[config.mk]
export PLATFORM = sky130hd
export DESIGN_NAME = min_priority_queue_core
export DESIGN_NICKNAME = d
export VERILOG_FILES = /design/src/rtl/mpq_pkg.sv /design/src/rtl/mpq_cell.sv /design/src/rtl/min_priority_queue_core.sv
export SDC_FILE = /design/constraint.sdc
export NUM_CORES = 1
export LEC_CHECK = 0
export BUFFER_PORTS_ARGS = -buffer_cell sky130_fd_sc_hd__buf_2
export CORE_MARGIN = 4
export CORE_UTILIZATION = 60
export CTS_CLUSTER_DIAMETER = 60
export DETAILED_ROUTE_END_ITERATION = 12
export PLACE_DENSITY = 0.75
export SLEW_MARGIN = 20
export SYNTH_ARGS = -nofsm -noshare
export SYNTH_HDL_FRONTEND = slang
export SYNTH_SLANG_ARGS = --single-unit
[constraint.sdc]
create_clock -name i_clk -period 9.3 [get_ports i_clk]
set_input_delay 0.93 -clock i_clk [delete_from_list [all_inputs] [get_ports i_clk]]
set_output_delay 0.93 -clock i_clk [all_outputs]
set_load 0.01 [all_outputs]
[src/rtl/mpq_pkg.sv]
// Shared types and codes for the min priority queue core.
package mpq_pkg;

    localparam int unsigned FIELD_VALUE_BITS = 16;
    localparam int unsigned FIELD_COUNT_BITS = 5;
    localparam int unsigned FIELD_STATUS_BITS = 2;

    // Item actions.
    localparam logic ACT_INSERT = 1'b0;
    localparam logic ACT_REMOVE = 1'b1;

    // Result status codes.
    localparam logic [FIELD_STATUS_BITS-1:0] ST_OK         = 2'd0;
    localparam logic [FIELD_STATUS_BITS-1:0] ST_FULL       = 2'd1;
    localparam logic [FIELD_STATUS_BITS-1:0] ST_EMPTY_POP  = 2'd2;

    typedef struct packed {
        logic                        action;
        logic [FIELD_VALUE_BITS-1:0] value;
    } t_mpq_in;

    typedef struct packed {
        logic [FIELD_VALUE_BITS-1:0]  removed_value;
        logic [FIELD_VALUE_BITS-1:0]  min_value;
        logic                         is_empty;
        logic [FIELD_COUNT_BITS-1:0]  entry_count;
        logic [FIELD_STATUS_BITS-1:0] status;
    } t_mpq_out;

    // Command broadcast to every cell of the sorted chain.
    typedef struct packed {
        logic do_ins;
        logic do_rem;
    } t_cell_ctl;

endpackage

[src/rtl/mpq_cell.sv]
// One cell of the sorted chain: holds a single value and shifts with its neighbors.
module mpq_cell #(
    parameter int unsigned VALUE_BITS = 16
) (
    input  logic                  i_clk,
    input  mpq_pkg::t_cell_ctl    i_ctl,
    input  logic                  i_occ,
    input  logic [VALUE_BITS-1:0] i_new_value,
    input  logic [VALUE_BITS-1:0] i_left_value,
    input  logic                  i_left_mv,
    input  logic [VALUE_BITS-1:0] i_right_value,
    output logic [VALUE_BITS-1:0] o_value,
    output logic                  o_mv
);
    import mpq_pkg::*;

    logic [VALUE_BITS-1:0] r_value;
    logic [VALUE_BITS-1:0] n_value;

    // The new value belongs at or before this cell when the cell is empty
    // or holds a larger value; the chain is sorted, so this flag is monotone.
    assign o_mv = ~i_occ | (i_new_value < r_value);

    always_comb begin
        n_value = r_value;
        if (i_ctl.do_rem) begin
            n_value = i_right_value;
        end else if (i_ctl.do_ins && o_mv) begin
            n_value = i_left_mv ? i_left_value : i_new_value;
        end
    end

    always_ff @(posedge i_clk) begin
        r_value <= n_value;
    end

    assign o_value = r_value;

endmodule

[src/rtl/min_priority_queue_core.sv]
// Min priority queue core: a sorted chain of cells with the minimum in cell zero.
// The result of an item is registered and presented in the cycle after its transfer is accepted.
// Throughput: one item per cycle; each cell compares against the broadcast value in parallel.
// A new item is refused only while a finished result is held by a stalled output.
// Reset (synchronous, active low) empties the queue and clears the output valid;
// stored values are not cleared, since entries beyond the count are never observed.
module min_priority_queue_core #(
    parameter int unsigned CAPACITY   = 16,
    parameter int unsigned VALUE_BITS = 16
) (
    input  logic              i_clk,
    input  logic              i_rst_n,
    input  logic              i_in_valid,
    output logic              o_in_stall,
    input  mpq_pkg::t_mpq_in  i_in,
    output logic              o_out_valid,
    input  logic              i_out_stall,
    output mpq_pkg::t_mpq_out o_out
);
    import mpq_pkg::*;

    localparam int unsigned CW = $clog2(CAPACITY + 1);

    // Per-cell views of the chain. The chain is kept sorted in ascending
    // order over its first r_count cells; cells beyond that hold don't-care data.
    logic [VALUE_BITS-1:0] w_val [CAPACITY];
    logic                  w_mv  [CAPACITY];
    logic                  w_occ [CAPACITY];

    logic [CW-1:0]         r_count;
    logic [CW-1:0]         n_count;
    logic                  r_out_valid;
    logic                  n_out_valid;
    logic [VALUE_BITS-1:0] r_removed;
    logic [VALUE_BITS-1:0] n_removed;
    logic [1:0]            r_status;
    logic [1:0]            n_status;

    logic                  w_accept;
    logic                  w_full;
    logic                  w_empty;
    logic [VALUE_BITS-1:0] w_new_value;
    t_cell_ctl             w_ctl;

    // The input is held off only while a result waits on a stalled output.
    assign o_in_stall  = r_out_valid & i_out_stall;
    assign w_accept    = i_in_valid & ~o_in_stall;
    assign w_full      = (r_count == CW'(CAPACITY));
    assign w_empty     = (r_count == '0);
    assign w_new_value = VALUE_BITS'(i_in.value);

    // An insert into a full queue and a remove from an empty queue leave
    // the chain untouched; only the status reports them.
    assign w_ctl.do_ins = w_accept & (i_in.action == ACT_INSERT) & ~w_full;
    assign w_ctl.do_rem = w_accept & (i_in.action == ACT_REMOVE) & ~w_empty;

    for (genvar g = 0; g < CAPACITY; g++) begin : g_cell
        assign w_occ[g] = (CW'(g) < r_count);

        if (g == 0) begin : g_head
            mpq_cell #(
                .VALUE_BITS (VALUE_BITS)
            ) u_cell (
                .i_clk         (i_clk),
                .i_ctl         (w_ctl),
                .i_occ         (w_occ[g]),
                .i_new_value   (w_new_value),
                .i_left_value  (w_new_value),
                .i_left_mv     (1'b0),
                .i_right_value ((CAPACITY > 1) ? w_val[(CAPACITY > 1) ? 1 : 0] : w_val[0]),
                .o_value       (w_val[g]),
                .o_mv          (w_mv[g])
            );
        end else if (g == CAPACITY - 1) begin : g_tail
            mpq_cell #(
                .VALUE_BITS (VALUE_BITS)
            ) u_cell (
                .i_clk         (i_clk),
                .i_ctl         (w_ctl),
                .i_occ         (w_occ[g]),
                .i_new_value   (w_new_value),
                .i_left_value  (w_val[g-1]),
                .i_left_mv     (w_mv[g-1]),
                .i_right_value (w_val[g]),
                .o_value       (w_val[g]),
                .o_mv          (w_mv[g])
            );
        end else begin : g_body
            mpq_cell #(
                .VALUE_BITS (VALUE_BITS)
            ) u_cell (
                .i_clk         (i_clk),
                .i_ctl         (w_ctl),
                .i_occ         (w_occ[g]),
                .i_new_value   (w_new_value),
                .i_left_value  (w_val[g-1]),
                .i_left_mv     (w_mv[g-1]),
                .i_right_value (w_val[g+1]),
                .o_value       (w_val[g]),
                .o_mv          (w_mv[g])
            );
        end
    end

    // Count, status and removed value for the item being transferred in.
    always_comb begin
        n_count     = r_count;
        n_removed   = r_removed;
        n_status    = r_status;
        n_out_valid = r_out_valid & i_out_stall;
        if (w_accept) begin
            n_out_valid = 1'b1;
            n_removed   = '0;
            n_status    = ST_OK;
            if (i_in.action == ACT_INSERT) begin
                if (w_full) begin
                    n_status = ST_FULL;
                end else begin
                    n_count = r_count + CW'(1);
                end
            end else begin
                if (w_empty) begin
                    n_status = ST_EMPTY_POP;
                end else begin
                    n_removed = w_val[0];
                    n_count   = r_count - CW'(1);
                end
            end
        end
    end

    always_ff @(posedge i_clk) begin
        if (!i_rst_n) begin
            r_count     <= '0;
            r_out_valid <= 1'b0;
        end else begin
            r_count     <= n_count;
            r_out_valid <= n_out_valid;
        end
    end

    always_ff @(posedge i_clk) begin
        r_removed <= n_removed;
        r_status  <= n_status;
    end

    // The chain and count do not move while a result is held, so the
    // fields read straight from them stay stable under a stall.
    assign o_out_valid         = r_out_valid;
    assign o_out.removed_value = FIELD_VALUE_BITS'(r_removed);
    assign o_out.min_value     = w_empty ? '0 : FIELD_VALUE_BITS'(w_val[0]);
    assign o_out.is_empty      = w_empty;
    assign o_out.entry_count   = FIELD_COUNT_BITS'(r_count);
    assign o_out.status        = r_status;

endmodule
==> results by group, run 1 <==
Status
  – Result of the run: finished, final reports clean

Power and ir drop
  – Worst vdd ir: 0.106 mV
  – Pwr Density: 198 mW/mm^2
  – Pleak: 9.23 nW

Route
  – Via count: ~17,000
  – Initial DRC count: 1,904
  – ANT nets after route: 0
  – 1st-pass router iterations: 6
  – Via-to-Cell Ratio: 6.53
  – DRC: 0
  – Post-DR wirelength/cell: 22.9 um
  – Total wire length: between 50,000 and 60,000 um

Logic synthesis
  – Synth Flop Type: edfxtp_1
  – Most common cell in the netlist: edfxtp_1
  – Mapped Cells: roughly 2,100
  – Count of different cell masters after synthesis: between 60 and 70
  – Yosys warning count: 0
  – Synth top area share: between 40% and 50%
  – Asr flop ratio synth: 0%
  – Seq/Total Area, Yosys: about two fifths
  – Post-Synthesis Net Count: 2,330
  – Commonest cells in the synthesized netlist: edfxtp_1, inv_1, ha_1
  – Flops & latches, synth: 280
  – Top post-synthesis cells by area: edfxtp_1, ha_1, mux2i_1
  – EDFF count, synth: 274
  – Synth Area per Inst: 9.86 um^2
  – Mapped cell area: 0.0204 mm^2
  – Synth area leader: edfxtp_1

Clock tree
  – Clk slew on worst S/H paths: ~0.060 ns
  – Maximum clock path buffer count: 3
  – CTS tree: yes
  – Postcts setup bufs: 0
  – Post-CTS sizing: 0
  – H-Tree Depth: 2
  – Hold_buf cts: 0
  – Cell chosen for the clock root: clkbuf_16
  – Worst-skew pair later-pin latency: 0.51 ns
  – Clock sinks: 280
  – TritonCTS Buffers: 34

STA
  – Setup TNS: 0 ns
  – Hold violation total from the final report: 0
  – Fmax: 256 MHz
  – Final critical-path required period: a little under 4 ns
  – Worst-Margin Slew: 1.10 ns
  – Finish-stage setup viols: 0
  – Slew HR: approximately 27%
  – Fin. max-slew vios: 0
  – Clk_skew: roughly 0.015 ns
  – Unrepaired setup endpoints after global routing: no
  – Worst setup margin: 5.39 ns
  – Part of the cycle the worst path needs: 42.0%

Worst setup path
  – Setup CP Type: input port to flip-flop
  – Data required, critical path: 9.50 ns
  – Cell family with most CP delay: buffers and inverters
  – CP Data Arrival Time: 4.11 ns
  – Crit start category: input port
  – Slowest stage delay, CP: 0.64 ns
  – Crit-path slowest cell: nand3_4
  – Critical Path Source: i_out_stall
  – Critical path capture point type: flip-flop
  – Critical R2R Launch: r_count[3]
  – Buf/Inv on CP: 4
  – Peak fanout along the critical path: ~100
  – Crit path cell chain: buf_2, nand2_1, nand2_1, inv_1, nand3_4, buf_4, a21oi_1, buf_4

Place
  – Cell count after placement: 2,496
  – DP HPWL: 41,100 um
  – PortBufs: 62
  – Pre-CTS setup slack: 4.98 ns
  – GPL Wtd Cong: slightly below 0.9

Die
  – Row cnt: 67
  – Die Y: between 150 and 200 um
  – Core area: 0.0335 mm^2
  – Starting Density: 60.7%
  – Die ar.: around 0.037 mm^2
  – I/O pins: 63
  – Die width: 192 um

Final layout
  – Final nets: 2,348
  – Fillers: 2,658
  – Post-Route Utilization: 66.1%
  – Layout cell share with drive strength beyond 1: 8.91%
  – Layout overhead on the synthesized area: 8.91%
  – Final Non-Filler Cells: 2,560

Global routing
  – First-pass GRT wire length: 90,200 um
  – Gr ovfl total: 0
  – Total GRT Usage: 31.2%
  – Vias in the first global route: 16,000
  – Initial antenna violation count: 2
  – Largest net degree at the start of global routing: 194

Worst hold path
  – HP Start: g_cell[3].g_body.u_cell.o_value[3]
  – HP Class: flip-flop to flip-flop

Job
  – Max_cap viols: 0
-- cell usage in the layout, fill, tap and decap left out, types with 8 or more instances in the layout --
cell type and count:
edfxtp_1 274, inv_1 250, ha_1 243, a21oi_1 198, mux2i_1 161, nor2_1 132, nand2_1 118, a211oi_1 67
o21ai_1 66, buf_2 62, o21ai_0 55, o22ai_1 49, buf_4 40, a21o_1 37, clkbuf_16 37, nand2b_1 35
a31oi_1 27, nor3_1 24, or3_1 20, nor2b_1 17, o221a_1 16, nand4_1 15, nand3_1 14, and4_1 13
mux2_4 9, and3_1 8
-- cell type report --
type,instances,area (um^2),area share [%]
multi-input combinational,1414,10500,47.5
inverter,251,942,4.25
timing repair buffer,103,631,2.84
clock inverter,21,209,0.942
antenna,2,5.00,0.0226
sequential,280,8350,37.6
clock buffer,41,941,4.24
tap,448,561,2.53
-- metrics by stage --
step	area [um^2]	power, mW	hold slack (ns)
floorplan	20400	2.61	0.541
global placement	21000	2.95	0.566
CTS	22200	4.37	0.596
detailed placement	21000	3.01	0.573
finish	22200	4.40	0.597
global route	22200	4.60	0.634
-- report_power, final --
group	internal (mW)	leakage, nW	switching, mW
clock	0.835	0.566	0.538
sequential	1.67	2.65	0.168
combinational	0.442	6.01	0.751
total	2.94	9.23	1.46
-- logic make-up after synthesis --
kind of cell / after synthesis / synth area share (%)
buf+inv: 372 / 7.69
simple gates: 414 / 9.66
mux: 177 / 8.96
flops: 280 / 41.0
fa+ha+maj: 243 / 14.9
xor+xnor: 3 / 0.129
compound gates: 577 / 17.6
-- worst reg2reg max path: stages, from the launching register on --
cell     delay, ns
dfxtp_1       0.54
nor3_2        0.49
nand2_1       0.25
nand3_4       0.52
buf_4         0.53
buf_4         0.94
nor2_1        0.17
a21oi_1       0.20
-- routing by layer --
metal  track usage, %  vias up  routed length, um
met5                0        -                  0
met4             9.96        0               1860
met3             5.00      120               5820
met2             48.2      910              26200
met1             45.1     8083              24800
li1                 -     7600                  -
-- registers in the layout, indices dropped and copies added (netlist names) --
register	flops
g_cell.g_body.u_cell.o_value	224
o_out_valid	1
r_removed	16
g_cell.g_head.u_cell.o_value	16
r_status	2
g_cell.g_tail.u_cell.o_value	16
r_count	5
-- final timing paths --
path	endpoint	slack, ns	depth (start not counted)
worst max-delay path	g_cell[5].g_body.u_cell.o_value[6]	5.39	8
worst min-delay path	g_cell[2].g_body.u_cell.o_value[3]	0.60	2
worst max register to register	g_cell[12].g_body.u_cell.o_value[10]	5.50	7
worst min register to register	g_cell[2].g_body.u_cell.o_value[3]	0.60	2
No activity file was read; power rests on OpenSTA's default activity.
==> run 2: changes to the inputs <==
- ABC_AREA: not set -> 1
- clock period: 9.3 -> 3.8 ns (I/O delays scaled with it)
==> results by group, run 2 <==
Clock tree
  – Worst-skew pair later-pin latency: 0.56 ns
  – TritonCTS Buffers: 36
  – Postcts setup bufs: 0
  – H-Tree Depth: 2
  – Maximum clock path buffer count: 3
  – Cell chosen for the clock root: clkbuf_16
  – Clock sinks: 280
  – Clk slew on worst S/H paths: 0.06 ns
  – Post-CTS sizing: 0
  – Hold_buf cts: 0
  – CTS tree: yes

STA
  – Setup TNS: 0 ns
  – Unrepaired setup endpoints after global routing: no
  – Clk_skew: between 0.015 and 0.02 ns
  – Worst-Margin Slew: 1.13 ns
  – Fmax: 315 MHz
  – Final critical-path required period: 3.18 ns
  – Finish-stage setup viols: 0
  – Part of the cycle the worst path needs: 83.6%
  – Fin. max-slew vios: 0
  – Hold violation total from the final report: 0
  – Slew HR: 24.9%

Final layout
  – Layout overhead on the synthesized area: 7.82%
  – Final nets: 3,090
  – Commonest non-fill, non-tap cell in the layout: nand2_1
  – Most frequent cells in the layout: nand2_1, nand3_1, inv_1, edfxtp_1, ha_1
  – Final Non-Filler Cells: 3,315
  – Largest register FFs: 224
  – N_diodes: 0
  – Layout cell share with drive strength beyond 1: under 10%

Logic synthesis
  – Yosys warning count: 0
  – Asr flop ratio synth: 0%
  – Synth Flop Type: edfxtp_1
  – Commonest cells in the synthesized netlist: nand2_1, nand3_1, inv_1
  – Count of different cell masters after synthesis: 34
  – Synth Area per Inst: 7.68 um^2
  – Synth area leader: edfxtp_1
  – EDFF count, synth: 274
  – Synth top area share: 38.3%
  – Mapped Cells: 2,798
  – Most common cell in the netlist: nand2_1
  – Post-Synthesis Net Count: just over 3,000
  – Seq/Total Area, Yosys: between 30% and 40%
  – Top post-synthesis cells by area: edfxtp_1, nand2_1, ha_1
  – Mapped cell area: between 0.02 and 0.025 mm^2
  – Flops & latches, synth: 280

Global routing
  – Vias in the first global route: roughly 19,000
  – Largest net degree at the start of global routing: 225
  – Gr ovfl total: 0
  – Initial antenna violation count: 0
  – Total GRT Usage: 33.1%
  – First-pass GRT wire length: 103,000 um

Power and ir drop
  – Total power: 11.9 mW
  – Pleak: 11.9 nW
  – Worst vdd ir: 0.419 mV
  – Pwr Density: 515 mW/mm^2

Place
  – Cell count after placement: 3,249
  – DP HPWL: around 45,000 um
  – GPL Wtd Cong: 0.953
  – PortBufs: 62

Route
  – Total wire length: 65,600 um
  – ANT nets after route: 0
  – Initial DRC count: 2,317
  – Via-to-Cell Ratio: 6.01
  – Post-DR wirelength/cell: between 15 and 20 um
  – DRC: 0
  – 1st-pass router iterations: 6
  – Via count: 19,900

Worst setup path
  – Crit start category: flip-flop
  – Peak fanout along the critical path: 138
  – Crit-path slowest cell: a31oi_1
  – CP Data Arrival Time: 3.42 ns
  – Slowest stage delay, CP: 0.70 ns
  – Data required, critical path: approximately 4.1 ns
  – Cell family with most CP delay: buffers and inverters
  – Critical path capture point type: flip-flop
  – Setup CP Type: flip-flop to flip-flop
  – Buf/Inv on CP: 3
  – Crit path cell chain: inv_1, ha_1, nand2_1, nor2_2, nand2_4, nand3_4, buf_12, a31oi_1, buf_4

Die
  – Die Y: 197 um
  – Die ar.: ~0.04 mm^2
  – I/O pins: 63
  – Starting Density: 60.6%
  – Die width: 197 um
  – Core area: 0.0355 mm^2
  – Row cnt: 69

Worst hold path
  – HP Class: input port to flip-flop

Job
  – Max_cap viols: 0

Status
  – Result of the run: finished, final reports clean
-- run 2: cell types whose count changed in the layout (fill, tap and decap cells not counted), sizes merged, moves of 58 or more --
| cell | change |
|---|---|
| nand3 | +467 |
| nor2 | -61 |
| o21ai | -58 |
| a211oi | -66 |
| mux2i | -161 |
| inv | +110 |
| a21oi | -82 |
| nand2 | +882 |
-- run 2: through the flow --
step	utilization (%)	area (um^2)	hold slack [ns]	worst slack (ns)
after CTS	65.3	23200	0.0823	0.790
after detailed placement	61.9	22000	0.496	0.678
final	65.3	23200	0.0958	0.623
after global routing	65.3	23200	0.111	0.585
after global placement	61.9	22000	0.477	0.807
after floorplan	-	21500	0.514	0.493
-- run 2: cell type report --
class | count | area [um^2]
fill | 2941 | 12300
sequential | 280 | 8350
multi-input combinational | 2035 | 11000
timing repair buffer | 112 | 711
tap | 461 | 577
clock inverter | 22 | 250
inverter | 361 | 1360
clock buffer | 44 | 952
-- run 2: worst paths after layout --
| check | from | end | cells past startpoint | slack (ns) |
|---|---|---|---|---|
| worst max-delay path | r_count[1] | g_cell[6].g_body.u_cell.o_value[14] | 9 | 0.62 |
| worst min-delay path | i_out_stall | o_out_valid | 3 | 0.1 |
| worst max register to register | r_count[1] | g_cell[6].g_body.u_cell.o_value[14] | 9 | 0.62 |
| worst min register to register | o_out_valid | o_out_valid | 2 | 0.51 |
-- run 2: tightest hold or removal path, cell delays in order --
cell and delay (ns):
buf_2 0.09, nand2_1 0.06, a21boi_0 0.07
-- run 2: cells by family after synthesis --
| logic type | synth area share [%] |
|---|---|
| flops | 38.8 |
| simple gates | 31.6 |
| compound gates | 5.19 |
| fa+ha+maj | 14.1 |
| buf+inv | 10.2 |
| xor+xnor | 0.0408 |
-- run 2: layer usage --
| layer | vias to the layer above | GRT usage (%) | share of wire [%] |
|---|---|---|---|
| met5 | - | 0 | 0 |
| met4 | 0 | 18.1 | 6.1 |
| met2 | 1121 | 54.9 | 47 |
| met3 | 282 | 4.79 | 9.1 |
| li1 | 9309 | - | - |
| met1 | 9195 | 41.8 | 38 |
-- run 2: power by group --
| part | switching, mW | internal, mW | leakage [nW] |
|---|---|---|---|
| Combinational | 2.71 | 1.20 | 8.69 |
| Clock | 1.43 | 2.13 | 0.576 |
| Sequential | 0.303 | 4.16 | 2.65 |
==> run 3: changes to the inputs <==
- clock period: 3.8 -> 3.15 ns (I/O delays scaled with it)
==> results by group, run 3 (synthesis gave the netlist of run 2 again) <==
Status
  – Result of the run: finished, final reports clean

Clock tree
  – Cell chosen for the clock root: clkbuf_16
  – Postcts setup bufs: 0
  – TritonCTS Buffers: 37
  – Maximum clock path buffer count: 3
  – Clk slew on worst S/H paths: 0.05 ns
  – Clock sinks: 280
  – CTS tree: yes
  – H-Tree Depth: 2
  – Worst-skew pair later-pin latency: approximately 0.55 ns
  – Post-CTS sizing: 0
  – Hold_buf cts: 0

STA
  – Unrepaired setup endpoints after global routing: no
  – Fin. max-slew vios: 0
  – Fmax: between 300 and 400 MHz
  – Part of the cycle the worst path needs: 93.5%
  – Worst-Margin Slew: approximately 1.1 ns
  – Final critical-path required period: 2.95 ns
  – Finish-stage setup viols: 0
  – Slew HR: 26.3%
  – Hold violation total from the final report: 0
  – Clk_skew: 0.0108 ns
  – Setup TNS: 0 ns

Worst setup path
  – Flop-to-flop setup slack: 0.25 ns
  – Data required, critical path: between 2 and 3 ns
  – CP Data Arrival Time: 2.63 ns
  – Crit start category: flip-flop
  – Peak fanout along the critical path: 17
  – Setup CP Type: flip-flop to output pin
  – Critical path capture point type: output pin

Power and ir drop
  – Worst vdd ir: 0.541 mV
  – Total power: around 14 mW
  – Pleak: 12.0 nW
  – Pwr Density: 622 mW/mm^2

Die
  – Starting Density: approximately three fifths
  – I/O pins: 63
  – Die Y: 197 um
  – Die width: 197 um
  – Die ar.: approximately 0.04 mm^2
  – Core area: about 0.035 mm^2
  – Row cnt: 69

Route
  – ANT nets after route: 0
  – Via count: slightly below 20,000
  – 1st-pass router iterations: 8
  – DRC: 0
  – Post-DR wirelength/cell: 19.3 um
  – Total wire length: 64,200 um
  – Initial DRC count: 1,891
  – Via-to-Cell Ratio: 5.98

Final layout
  – Commonest non-fill, non-tap cell in the layout: nand2_1
  – Layout overhead on the synthesized area: 8.07%
  – Largest register FFs: 224
  – Final nets: about 3,100
  – Layout cell share with drive strength beyond 1: 7.95%
  – Post-route cell area: ~0.023 mm^2
  – Post-Route Utilization: 65.5%
  – Final Non-Filler Cells: 3,317
  – Most frequent cells in the layout: nand2_1, nand3_1, inv_1, edfxtp_1, ha_1
  – Fillers: ~3,000
  – N_diodes: 0

Worst hold path
  – HP Class: input port to flip-flop

Global routing
  – Largest net degree at the start of global routing: 225
  – Initial antenna violation count: 0
  – Vias in the first global route: 19,600
  – Gr ovfl total: 0
  – First-pass GRT wire length: 101,000 um
  – Total GRT Usage: 32.5%

Place
  – GPL Wtd Cong: 0.882
  – PortBufs: 62
  – Placement Cell Area: 0.0220 mm^2
  – DP HPWL: 44,400 um
  – Cell count after placement: ~3,300

Job
  – Max_cap viols: 0
-- run 3: changes by cell type in the layout (fill, tap and decap cells not counted), sizes merged --
cell,before,now
clkinv,12,15
inv,362,361
bufinv,5,6
clkinvlp,4,0
buf,112,115
-- run 3: final timing paths --
path | startpoint | to | cells after the start
setup / recovery | r_count[1] | o_out[18] | 8
hold / removal | i_out_stall | o_out_valid | 3
setup reg to reg | r_count[1] | g_cell[8].g_body.u_cell.o_value[13] | 10
hold reg to reg | o_out_valid | o_out_valid | 2
-- run 3: report_power, final --
part / total (mW) / leakage [nW] / internal, mW / switching (mW)
Sequential: 5.38 / 2.65 / 5.02 / 0.356
Clock: 4.33 / 0.596 / 2.65 / 1.69
Combinational: 4.73 / 8.72 / 1.49 / 3.24
-- run 3: per-layer routing --
layer,vias to the layer above,track usage (%),share of wire (%)
met3,247,6.48,8.7
li1,9300,-,-
met4,0,15.0,5.0
met5,-,0,0
met1,9316,40.0,38
met2,985,55.3,48
-- run 3: critical path, cell delays in order, from the launching register on --
cell and delay [ns]:
dfxtp_1 0.54, inv_1 0.22, ha_1 0.25, nand2_1 0.08, nor2_2 0.06, nand2_4 0.10, clkinv_1 0.40, nor2_1 0.26
buf_2 0.17
-- run 3: area by class of cell --
class / count / area (um^2) / share of cell area, %
multi-input cells: 2035 / 11000 / 47.2
flip-flops and latches: 280 / 8350 / 35.9
inverters: 361 / 1360 / 5.86
clock buffers: 44 / 952 / 4.10
repair buffers: 115 / 758 / 3.26
well taps: 461 / 577 / 2.48
clock inverters: 21 / 258 / 1.11
-- run 3: metrics by stage --
step	setup WS (ns)	hold WS [ns]
after global placement	0.438	0.478
after floorplan	0.231	0.453
after detailed placement	0.337	0.492
after CTS	0.212	0.0383
after global routing	0.0299	0.0824
final	0.204	0.0615
